==> config.mk <==
export PLATFORM = sky130hd
export DESIGN_NAME = stepper_move_pulse_generator_flat
export DESIGN_NICKNAME = d
export VERILOG_FILES = /design/src/rtl/smpg_pkg.sv /design/src/rtl/smpg_in_if.sv /design/src/rtl/smpg_out_if.sv /design/src/rtl/smpg_move_calc.sv /design/src/rtl/stepper_move_pulse_generator.sv /design/src/flat_wrapper.sv
export SDC_FILE = /design/constraint.sdc
export NUM_CORES = 1
export LEC_CHECK = 0
export ABC_AREA = 0
export ABC_CLOCK_PERIOD_IN_PS = 9700
export BUFFER_PORTS_ARGS = -buffer_cell sky130_fd_sc_hd__buf_2
export CELL_PAD_IN_SITES_DETAIL_PLACEMENT = 0
export CELL_PAD_IN_SITES_GLOBAL_PLACEMENT = 1
export CORE_MARGIN = 5
export CORE_UTILIZATION = 34
export CTS_BUF_LIST = sky130_fd_sc_hd__clkbuf_8
export CTS_CLUSTER_SIZE = 20
export DETAILED_ROUTE_END_ITERATION = 16
export PLACE_DENSITY_LB_ADDON = 0.1
export SLEW_MARGIN = 20
export SYNTH_ARGS = -nofsm -noshare
export SYNTH_HDL_FRONTEND = slang
export SYNTH_SLANG_ARGS = --single-unit
==> constraint.sdc <==
create_clock -name clk -period 9.7 [get_ports clk]
set_clock_uncertainty 0.1 [all_clocks]
set_input_delay 0.485 -clock clk [delete_from_list [all_inputs] [get_ports clk]]
set_output_delay 0.485 -clock clk [all_outputs]
set_load 0.01 [all_outputs]
==> src/rtl/smpg_pkg.sv <==
// shared types, constants and codes of the step/direction pulse generator
package smpg_pkg;

  localparam int HALF_PERIOD_BITS = 24;
  localparam int POSITION_BITS    = 32;
  localparam int MIN_MOVE_PULSES  = 2;
  localparam int PHASE_BITS       = HALF_PERIOD_BITS + 1;
  localparam int AMOUNT_BITS      = 32;
  localparam int POS_OUT_BITS     = 32;
  localparam int ACTION_BITS      = 3;
  localparam int STATUS_BITS      = 2;
  localparam int CFG_INDEX_BITS   = 2;
  localparam int CFG_DATA_BITS    = 24;

  localparam logic [HALF_PERIOD_BITS-1:0] HALF_PERIOD_RST     = HALF_PERIOD_BITS'(1000);
  localparam logic [HALF_PERIOD_BITS-1:0] MIN_HALF_PERIOD_RST = HALF_PERIOD_BITS'(1);

  typedef enum logic [ACTION_BITS-1:0] {
    ACT_TICK    = 3'd0,
    ACT_REL     = 3'd1,
    ACT_ABS     = 3'd2,
    ACT_SET_POS = 3'd3,
    ACT_STOP    = 3'd4
  } action_t;

  typedef enum logic [STATUS_BITS-1:0] {
    ST_OK    = 2'd0,
    ST_BUSY  = 2'd1,
    ST_SHORT = 2'd2
  } status_t;

  typedef enum logic [CFG_INDEX_BITS-1:0] {
    REG_HALF_PERIOD     = 2'd0,
    REG_MIN_HALF_PERIOD = 2'd1,
    REG_DIR_POLARITY    = 2'd2
  } reg_index_t;

  typedef struct packed {
    logic                     direction;
    logic                     dir_pin;
    logic                     too_short;
    logic [POSITION_BITS-1:0] magnitude;
  } move_dec_t;

  typedef struct packed {
    logic                           step_level;
    logic                           dir_level;
    logic                           busy_res;
    logic                           done_res;
    logic signed [POS_OUT_BITS-1:0] position;
    status_t                        status;
  } result_t;

endpackage

==> src/rtl/smpg_in_if.sv <==
// command channel of the pulse generator
interface smpg_in_if;
  logic                                   valid;
  logic                                   ready;
  logic [smpg_pkg::ACTION_BITS-1:0]       action;
  logic signed [smpg_pkg::AMOUNT_BITS-1:0] amount;

  modport source (output valid, output action, output amount, input ready);
  modport sink (input valid, input action, input amount, output ready);
endinterface

==> src/rtl/smpg_out_if.sv <==
// result channel of the pulse generator
interface smpg_out_if;
  logic                                     valid;
  logic                                     ready;
  logic                                     step_level;
  logic                                     dir_level;
  logic                                     busy_res;
  logic                                     done_res;
  logic signed [smpg_pkg::POS_OUT_BITS-1:0] position;
  logic [smpg_pkg::STATUS_BITS-1:0]         status;

  modport source (output valid, output step_level, output dir_level, output busy_res,
                  output done_res, output position, output status, input ready);
  modport sink (input valid, input step_level, input dir_level, input busy_res,
                input done_res, input position, input status, output ready);
endinterface

==> src/rtl/smpg_move_calc.sv <==
// move decode: direction, direction pin, pulse magnitude and minimum length check
module smpg_move_calc (
  input  logic signed [smpg_pkg::POSITION_BITS-1:0] distance,
  input  logic                                      dir_polarity,
  output smpg_pkg::move_dec_t                       dec
);

  logic                               neg;
  logic                               dir;
  logic [smpg_pkg::POSITION_BITS-1:0] mag;

  always_comb begin
    neg = distance[smpg_pkg::POSITION_BITS-1];
    dir = !neg && (distance != '0);
    // negation of the most negative value keeps its pattern, which is its magnitude
    mag = neg ? (~distance + 1'b1) : distance;
    dec.direction = dir;
    dec.dir_pin   = dir_polarity ? dir : !dir;
    dec.magnitude = mag;
    dec.too_short = mag < smpg_pkg::POSITION_BITS'(smpg_pkg::MIN_MOVE_PULSES);
  end

endmodule

==> src/rtl/stepper_move_pulse_generator.sv <==
// top level of the stepper step/direction pulse generator
//
// in_ch carries one command per transaction: tick, relative move, absolute
// move, set position or stop, with a signed 32-bit amount. out_ch returns
// exactly one result per command: step and direction pin levels, busy, done,
// position and a status code (accepted, rejected busy, rejected too short).
// cfg_we/cfg_index/cfg_wdata write half_period, min_half_period and
// dir_polarity; write only while no command is in flight.
//
// a command is registered at acceptance and its result is registered once the
// result register is free, when out_ch.valid rises.
// throughput is one command per cycle while out_ch does not stall: the
// combinational state update (phase counter add and compare, position and
// pulse count decrement) sets it. when out_ch stalls, the result register
// holds and in_ch.ready is high only while the input register is empty.
// synchronous reset clears position, pulse count, phase, motion and
// direction, sets the direction pin high and restores register defaults.
module stepper_move_pulse_generator (
  input  logic                                  clk,
  input  logic                                  rst_n,
  smpg_in_if.sink                               in_ch,
  smpg_out_if.source                            out_ch,
  input  logic                                  cfg_we,
  input  logic [smpg_pkg::CFG_INDEX_BITS-1:0]   cfg_index,
  input  logic [smpg_pkg::CFG_DATA_BITS-1:0]    cfg_wdata
);

  localparam int PB = smpg_pkg::POSITION_BITS;
  localparam int HB = smpg_pkg::HALF_PERIOD_BITS;
  localparam int QB = smpg_pkg::PHASE_BITS;

  // configuration
  logic [HB-1:0] half_period_r;
  logic [HB-1:0] min_half_period_r;
  logic          dir_polarity_r;

  // input register
  logic                                     s1_valid_r;
  logic [smpg_pkg::ACTION_BITS-1:0]         s1_action_r;
  logic signed [smpg_pkg::AMOUNT_BITS-1:0]  s1_amount_r;

  // motion state
  logic signed [PB-1:0] cur_pos_r, cur_pos_nxt;
  logic [PB-1:0]        pulses_r, pulses_nxt;
  logic [QB-1:0]        phase_r, phase_nxt;
  logic                 moving_r, moving_nxt;
  logic                 direction_r, direction_nxt;
  logic                 dir_pin_r, dir_pin_nxt;

  // result register
  logic                out_valid_r;
  smpg_pkg::result_t   out_data_r, out_data_nxt;

  logic                 out_free;
  logic                 adv;
  logic [HB-1:0]        eff_half;
  logic signed [PB-1:0] amount_pos;
  logic signed [PB-1:0] distance;
  logic [QB-1:0]        phase_inc;
  logic [PB-1:0]        pulses_dec;
  smpg_pkg::move_dec_t  move_dec;
  smpg_pkg::status_t    status;
  logic                 done;

  assign out_free     = !out_valid_r || out_ch.ready;
  assign adv          = s1_valid_r && out_free;
  assign in_ch.ready  = !s1_valid_r || out_free;

  assign out_ch.valid      = out_valid_r;
  assign out_ch.step_level = out_data_r.step_level;
  assign out_ch.dir_level  = out_data_r.dir_level;
  assign out_ch.busy_res   = out_data_r.busy_res;
  assign out_ch.done_res   = out_data_r.done_res;
  assign out_ch.position   = out_data_r.position;
  assign out_ch.status     = out_data_r.status;

  always_comb begin
    if (half_period_r > min_half_period_r) begin
      eff_half = half_period_r;
    end else if (min_half_period_r == '0) begin
      eff_half = HB'(1);
    end else begin
      eff_half = min_half_period_r;
    end
  end

  assign amount_pos = PB'(s1_amount_r);
  assign distance   = (s1_action_r == smpg_pkg::ACT_ABS) ? (amount_pos - cur_pos_r)
                                                         : amount_pos;

  smpg_move_calc u_move_calc (
    .distance     (distance),
    .dir_polarity (dir_polarity_r),
    .dec          (move_dec)
  );

  assign phase_inc  = phase_r + 1'b1;
  assign pulses_dec = pulses_r - 1'b1;

  always_comb begin
    cur_pos_nxt   = cur_pos_r;
    pulses_nxt    = pulses_r;
    phase_nxt     = phase_r;
    moving_nxt    = moving_r;
    direction_nxt = direction_r;
    dir_pin_nxt   = dir_pin_r;
    status        = smpg_pkg::ST_OK;
    done          = 1'b0;
    unique case (s1_action_r)
      smpg_pkg::ACT_TICK: begin
        if (moving_r) begin
          if (phase_inc >= {eff_half, 1'b0}) begin
            phase_nxt   = '0;
            cur_pos_nxt = direction_r ? (cur_pos_r + 1'b1) : (cur_pos_r - 1'b1);
            pulses_nxt  = pulses_dec;
            if (pulses_dec == '0) begin
              moving_nxt = 1'b0;
              done       = 1'b1;
            end
          end else begin
            phase_nxt = phase_inc;
          end
        end
      end
      smpg_pkg::ACT_REL, smpg_pkg::ACT_ABS: begin
        if (moving_r) begin
          status = smpg_pkg::ST_BUSY;
        end else begin
          direction_nxt = move_dec.direction;
          dir_pin_nxt   = move_dec.dir_pin;
          if (move_dec.too_short) begin
            status = smpg_pkg::ST_SHORT;
          end else begin
            pulses_nxt = move_dec.magnitude;
            phase_nxt  = '0;
            moving_nxt = 1'b1;
          end
        end
      end
      smpg_pkg::ACT_SET_POS: begin
        if (moving_r) begin
          status = smpg_pkg::ST_BUSY;
        end else begin
          cur_pos_nxt = amount_pos;
        end
      end
      smpg_pkg::ACT_STOP: begin
        moving_nxt = 1'b0;
        pulses_nxt = '0;
        phase_nxt  = '0;
      end
      default: begin
        status = smpg_pkg::ST_OK;
      end
    endcase

    out_data_nxt.step_level = moving_nxt && (phase_nxt < {1'b0, eff_half});
    out_data_nxt.dir_level  = dir_pin_nxt;
    out_data_nxt.busy_res   = moving_nxt;
    out_data_nxt.done_res   = done;
    out_data_nxt.position   = smpg_pkg::POS_OUT_BITS'(cur_pos_nxt);
    out_data_nxt.status     = status;
  end

  always_ff @(posedge clk) begin
    if (!rst_n) begin
      half_period_r     <= smpg_pkg::HALF_PERIOD_RST;
      min_half_period_r <= smpg_pkg::MIN_HALF_PERIOD_RST;
      dir_polarity_r    <= 1'b0;
    end else if (cfg_we) begin
      unique case (cfg_index)
        smpg_pkg::REG_HALF_PERIOD:     half_period_r     <= HB'(cfg_wdata);
        smpg_pkg::REG_MIN_HALF_PERIOD: min_half_period_r <= HB'(cfg_wdata);
        smpg_pkg::REG_DIR_POLARITY:    dir_polarity_r    <= cfg_wdata[0];
        default: begin
          dir_polarity_r <= dir_polarity_r;
        end
      endcase
    end
  end

  always_ff @(posedge clk) begin
    if (!rst_n) begin
      s1_valid_r <= 1'b0;
    end else if (in_ch.ready) begin
      s1_valid_r <= in_ch.valid;
    end
  end

  always_ff @(posedge clk) begin
    if (in_ch.valid && in_ch.ready) begin
      s1_action_r <= in_ch.action;
      s1_amount_r <= in_ch.amount;
    end
  end

  always_ff @(posedge clk) begin
    if (!rst_n) begin
      cur_pos_r   <= '0;
      pulses_r    <= '0;
      phase_r     <= '0;
      moving_r    <= 1'b0;
      direction_r <= 1'b0;
      dir_pin_r   <= 1'b1;
    end else if (adv) begin
      cur_pos_r   <= cur_pos_nxt;
      pulses_r    <= pulses_nxt;
      phase_r     <= phase_nxt;
      moving_r    <= moving_nxt;
      direction_r <= direction_nxt;
      dir_pin_r   <= dir_pin_nxt;
    end
  end

  always_ff @(posedge clk) begin
    if (!rst_n) begin
      out_valid_r <= 1'b0;
    end else if (out_free) begin
      out_valid_r <= s1_valid_r;
    end
  end

  always_ff @(posedge clk) begin
    if (adv) begin
      out_data_r <= out_data_nxt;
    end
  end

  // checks
  a_done_ends_move: assert property (@(posedge clk) disable iff (!rst_n)
    (out_valid_r && out_data_r.done_res) |-> !out_data_r.busy_res)
    else $error("done reported while still busy");

  a_step_needs_move: assert property (@(posedge clk) disable iff (!rst_n)
    (out_valid_r && out_data_r.step_level) |-> out_data_r.busy_res)
    else $error("step level high while idle");

  a_busy_keeps_pos: assert property (@(posedge clk) disable iff (!rst_n)
    (adv && status == smpg_pkg::ST_BUSY) |=> ($stable(cur_pos_r) && $stable(pulses_r)))
    else $error("busy rejection changed motion state");

  a_moving_has_pulses: assert property (@(posedge clk) disable iff (!rst_n)
    moving_r |-> (pulses_r != '0))
    else $error("moving with no pulses left");

  a_no_adv_holds: assert property (@(posedge clk) disable iff (!rst_n)
    !adv |=> ($stable(cur_pos_r) && $stable(moving_r) && $stable(phase_r)))
    else $error("motion state changed without a transaction");

endmodule

==> src/flat_wrapper.sv <==
// flat-port wrapper written by rule: the top's interface ports become plain ports
module stepper_move_pulse_generator_flat 
  (clk, rst_n, cfg_we, cfg_index, cfg_wdata, in_ch_valid, in_ch_action, in_ch_amount, in_ch_ready, out_ch_valid, out_ch_step_level, out_ch_dir_level, out_ch_busy_res, out_ch_done_res, out_ch_position, out_ch_status, out_ch_ready);
  smpg_in_if in_ch_i ();
  smpg_out_if out_ch_i ();
  input  logic clk;
  input  logic rst_n;
  input  logic cfg_we;
  input  logic [smpg_pkg::CFG_INDEX_BITS-1:0] cfg_index;
  input  logic [smpg_pkg::CFG_DATA_BITS-1:0] cfg_wdata;
  input wire logic [$bits(in_ch_i.valid)-1:0] in_ch_valid;
  input wire logic [$bits(in_ch_i.action)-1:0] in_ch_action;
  input wire logic [$bits(in_ch_i.amount)-1:0] in_ch_amount;
  output wire logic [$bits(in_ch_i.ready)-1:0] in_ch_ready;
  output wire logic [$bits(out_ch_i.valid)-1:0] out_ch_valid;
  output wire logic [$bits(out_ch_i.step_level)-1:0] out_ch_step_level;
  output wire logic [$bits(out_ch_i.dir_level)-1:0] out_ch_dir_level;
  output wire logic [$bits(out_ch_i.busy_res)-1:0] out_ch_busy_res;
  output wire logic [$bits(out_ch_i.done_res)-1:0] out_ch_done_res;
  output wire logic [$bits(out_ch_i.position)-1:0] out_ch_position;
  output wire logic [$bits(out_ch_i.status)-1:0] out_ch_status;
  input wire logic [$bits(out_ch_i.ready)-1:0] out_ch_ready;
  assign in_ch_i.valid = in_ch_valid;
  assign in_ch_i.action = in_ch_action;
  assign in_ch_i.amount = in_ch_amount;
  assign in_ch_ready = in_ch_i.ready;
  assign out_ch_valid = out_ch_i.valid;
  assign out_ch_step_level = out_ch_i.step_level;
  assign out_ch_dir_level = out_ch_i.dir_level;
  assign out_ch_busy_res = out_ch_i.busy_res;
  assign out_ch_done_res = out_ch_i.done_res;
  assign out_ch_position = out_ch_i.position;
  assign out_ch_status = out_ch_i.status;
  assign out_ch_i.ready = out_ch_ready;
  stepper_move_pulse_generator u_core (.clk(clk), .rst_n(rst_n), .in_ch(in_ch_i), .out_ch(out_ch_i), .cfg_we(cfg_we), .cfg_index(cfg_index), .cfg_wdata(cfg_wdata));
endmodule
==> impl_metrics.csv <==
group,metric,value,unit
layout,antenna_cells,0,
drt,antenna_left,0,
synth,seq_area_frac_synth,0.296,
layout,multiInputGateArea,11100,um^2
timing,slew_headroom,0.287,
clock_tree,post_cts_buffers,0,
synth,postSynthCellCount,2122,
drt,routed_wl,60100,um
die,die_h,234,um
synth,synth_warnings,0,
run_status,outcome,"complete, no violations",
synth,ys_types,92,
synth,syn-num-nets,2326,
clock_tree,clkLatencyLatePin,0.63,ns
critical_path,startpoint,"u_core.s1_action_r[2]",
clock_tree,clk_pin_slew,0.06,ns
synth,muxShareOfSynthArea,0.0275,
die,start_util,0.342,
critical_path,worstPathRequired,10.05,ns
grt,grt_use_met3,0.0272,
clock_tree,cts_tree,"done",
clock_tree,ctsResizeCount,0,
synth,syn-cell-area,17100,um^2
grt,use_met1,0.287,
critical_path,arrival,8.48,ns
die,die_w,234,um
grt,grt_max_degree,55,
timing,min_period_over_period,0.838,
synth,synth_fa_ha_area_frac,0.102,
grt,grt_use_met2,0.372,
die,core_area,50000,um^2
synth,ys_ff_latch,216,
timing,finalMaxSlewViolations,0,
synth,synth_ff_type,"dfxtp_1",
place,place_hpwl,43300,um
clock_tree,cts_buffer_depth,3,
synth,synth_edf_count,73,
critical_path,ff2ff_path_depth,26,
power_and_ir_drop,ir_drop,0.103,mV
die,die-area,54900,um^2
die,row_count,82,
timing,hold_viol_final,0,
power_and_ir_drop,p_leak,7.74,nW
critical_path,cp-start-kind,"flip-flop",
power_and_ir_drop,p_per_area,147,nW/um^2
place,io_buffers,105,
critical_path,crit_path_end_kind,"flip-flop",
critical_path,r2r_end,"u_core.out_ch.step_level",
place,dp_slack,1.62,ns
synth,async_flop_share,0,
synth,synth_top_family_by_area,"compound AO/OA/AOI/OAI gates",
critical_path,worstPathMaxFanout,34,
clock_tree,cts_root_buffer,"clkbuf_8",
drt,drtPass1Iterations,6,
place,place_congestion,0.868,
clock_tree,h-tree-depth,2,
layout,nFillCells,5210,
layout,nets,2433,
timing,min_period,8.13,ns
grt,busiest_layer,"met2",
grt,track_usage,0.217,
layout,regArea,5050,um^2
clock_tree,postCtsHoldBufs,60,
flow_run,drv_cap,0,
grt,grt_overflow,0,
drt,drt_iter0_drc,1156,
drt,viasPerCell,5.60,
critical_path,crit_end,"u_core.out_ch.step_level",
timing,grt_setup_unrepaired,"no",
critical_path,reg2reg_slack,1.57,ns
hold_path,hold_path_class,"primary input to flip-flop",
critical_path,critical_path_class,"flip-flop to flip-flop",
drt,wl_per_cell,20.5,um
clock_tree,cts.sinks,216,
layout,layout-drive-gt1-share,0.109,
grt,grt_pass1_vias,16300,
die,ios,106,
clock_tree,cts_buffers,44,
synth,synth_compound_area_frac,0.249,
timing,setup_ws,1.57,ns
grt,grt_pass1_wl,94400,um
drt,num_vias,16400,
timing,fin_tns_setup,0,ns
layout,syn2layout_area_growth,14.8,%
timing,max_freq,0.123,GHz
critical_path,r2r-start,"u_core.s1_action_r[2]",
synth,yosys.area_share.simple,0.214,
drt,drc_errors,0,
synth,synth_area_per_cell,8.05,um^2
timing,finalSetupViolCount,0,
synth,synthXorXnorAreaFrac,0.0548,
grt,antenna_found_initial,0,
timing,tightest_slew,1.07,ns
==> cell type report <==
class                   instances  area share
clock buffers                  48      0.0337
inverters                     109      0.0210
clock inverters                30     0.00746
multi-input cells            1663       0.568
flip-flops and latches        216       0.258
well taps                     672      0.0429
repair buffers                195      0.0695
==> power breakdown <==
group | total, mW | internal, mW | switching [mW]
sequential | 1.03 | 0.984 | 0.0483
clock | 0.900 | 0.456 | 0.443
combinational | 0.952 | 0.370 | 0.582
total | 2.88 | 1.81 | 1.07
==> state kept, by name (all words and copies together), names as in the netlist <==
name,flops
u_core.amount_pos,32
u_core.cur_pos_r,32
u_core.dir_pin_r,1
u_core.dir_polarity_r,1
u_core.direction_r,1
u_core.half_period_r,24
u_core.min_half_period_r,24
u_core.moving_r,1
u_core.out_ch.busy_res,1
u_core.out_ch.dir_level,1
u_core.out_ch.done_res,1
u_core.out_ch.position,32
u_core.out_ch.status,2
u_core.out_ch.step_level,1
u_core.out_ch.valid,1
u_core.phase_r,25
u_core.pulses_r,32
u_core.s1_action_r,3
u_core.s1_valid_r,1
==> through the flow <==
| step | cell area (um^2) | power, mW | hold WS [ns] | utilization | std cells |
|---|---|---|---|---|---|
| floorplan | 17100 | 1.71 | 0.336 | - | 2122 |
| global route | 19600 | 3.07 | 0.102 | 0.393 | 2933 |
| finish | 19600 | 2.88 | 0.0833 | 0.393 | 2933 |
| detailed placement | 18200 | 1.98 | 0.366 | 0.364 | 2794 |
| CTS | 19600 | 2.92 | 0.0238 | 0.392 | 2932 |
| global placement | 18200 | 1.98 | 0.349 | 0.364 | 2793 |
==> worst min-delay path by stage <==
| stage | start | to | depth (start not counted) |
|---|---|---|---|
| 2_1_floorplan | u_core.half_period_r[0] | u_core.half_period_r[0] | 2 |
| 3_3_place_gp | u_core.dir_pin_r | u_core.dir_pin_r | 2 |
| 3_5_place_dp | u_core.dir_pin_r | u_core.dir_pin_r | 2 |
| 4_1_cts | out_ch_ready | u_core.out_ch.valid | 4 |
| 5_1_grt | out_ch_ready | u_core.out_ch.valid | 4 |
| 6_report | out_ch_ready | u_core.out_ch.valid | 4 |
==> placed cells by master (no fill, tap or decap), types with 68 or more instances in the layout <==
| cell type | Yosys | final |
|---|---|---|
| a21oi_1 | 151 | 150 |
| buf_2 | 18 | 105 |
| nor3_1 | 71 | 68 |
| xnor2_1 | 69 | 69 |
| ha_1 | 136 | 136 |
| nor2_1 | 149 | 147 |
| edfxtp_1 | 73 | 73 |
| dfxtp_1 | 143 | 143 |
| nand2_1 | 263 | 263 |
| inv_1 | 107 | 121 |
| o21ai_0 | 98 | 98 |
==> kinds of logic after synthesis <==
logic type,Yosys count
and+or+nand+nor,757
muxes,46
buffers and inverters,243
AOI/OAI and AO/OA,615
xor gates and xnor gates,107
adders and majority gates,138
DFF,216
==> metal layers <==
| layer | part of all wire | vias to the layer above |
|---|---|---|
| met5 | 0 | - |
| met4 | 0.025 | 0 |
| met3 | 0.036 | 72 |
| met2 | 0.49 | 306 |
| met1 | 0.45 | 7950 |
| li1 | - | 8103 |
==> worst max-delay path, stage by stage (launching register included) <==
cell	delay [ns]
edfxtp_1	0.72
or3b_2	0.54
buf_4	0.42
nor2_1	0.07
a21oi_1	0.22
ha_1	0.26
nand2_1	0.06
a211oi_1	0.46
nand4_1	0.14
or3_1	0.45
nor4_1	0.35
nor3b_2	0.31
xnor2_1	0.14
a31oi_1	0.10
a211o_1	0.29
nor4b_2	0.30
nand4_2	0.25
a21oi_1	0.69
buf_4	0.35
a22o_1	0.17
ha_1	0.24
a21o_1	0.17
a21o_1	0.17
a21oi_1	0.14
o21ai_0	0.11
or4b_1	0.54
a31oi_1	0.18
==> synth_stat cells (8+ instances only) <==
cell type / number / share of area
a21o_1: 34 / 0.015
o21bai_1: 11 / 0.0048
o21ai_1: 8 / 0.0023
a211o_1: 8 / 0.0041
and2_1: 12 / 0.0044
nand4_1: 35 / 0.013
or3_1: 24 / 0.0088
o22ai_1: 14 / 0.0051
o41ai_1: 10 / 0.0051
o211ai_1: 17 / 0.0075
and3_1: 20 / 0.0073
or2_2: 8 / 0.0029
a21oi_1: 151 / 0.044
nor2_1: 149 / 0.033
o21a_1: 20 / 0.0088
ha_1: 136 / 0.10
xnor2_1: 69 / 0.035
a22o_1: 18 / 0.0092
nand2b_1: 26 / 0.0095
clkbuf_1: 103 / 0.023
xor2_1: 38 / 0.019
buf_2: 18 / 0.0053
a211oi_1: 44 / 0.019
o31ai_1: 27 / 0.012
nor3_1: 71 / 0.021
o32ai_1: 32 / 0.016
a31oi_1: 20 / 0.0073
inv_1: 107 / 0.023
a22oi_1: 10 / 0.0044
edfxtp_1: 73 / 0.13
nand2_1: 263 / 0.058
nor4_1: 27 / 0.0099
mux2i_1: 41 / 0.024
o311ai_0: 9 / 0.0046
dfxtp_1: 143 / 0.17
a222oi_1: 19 / 0.011
o21ai_0: 98 / 0.029
nand3_1: 53 / 0.016
nor2b_1: 28 / 0.010
Note: power is estimated with default switching activity, not from simulation.
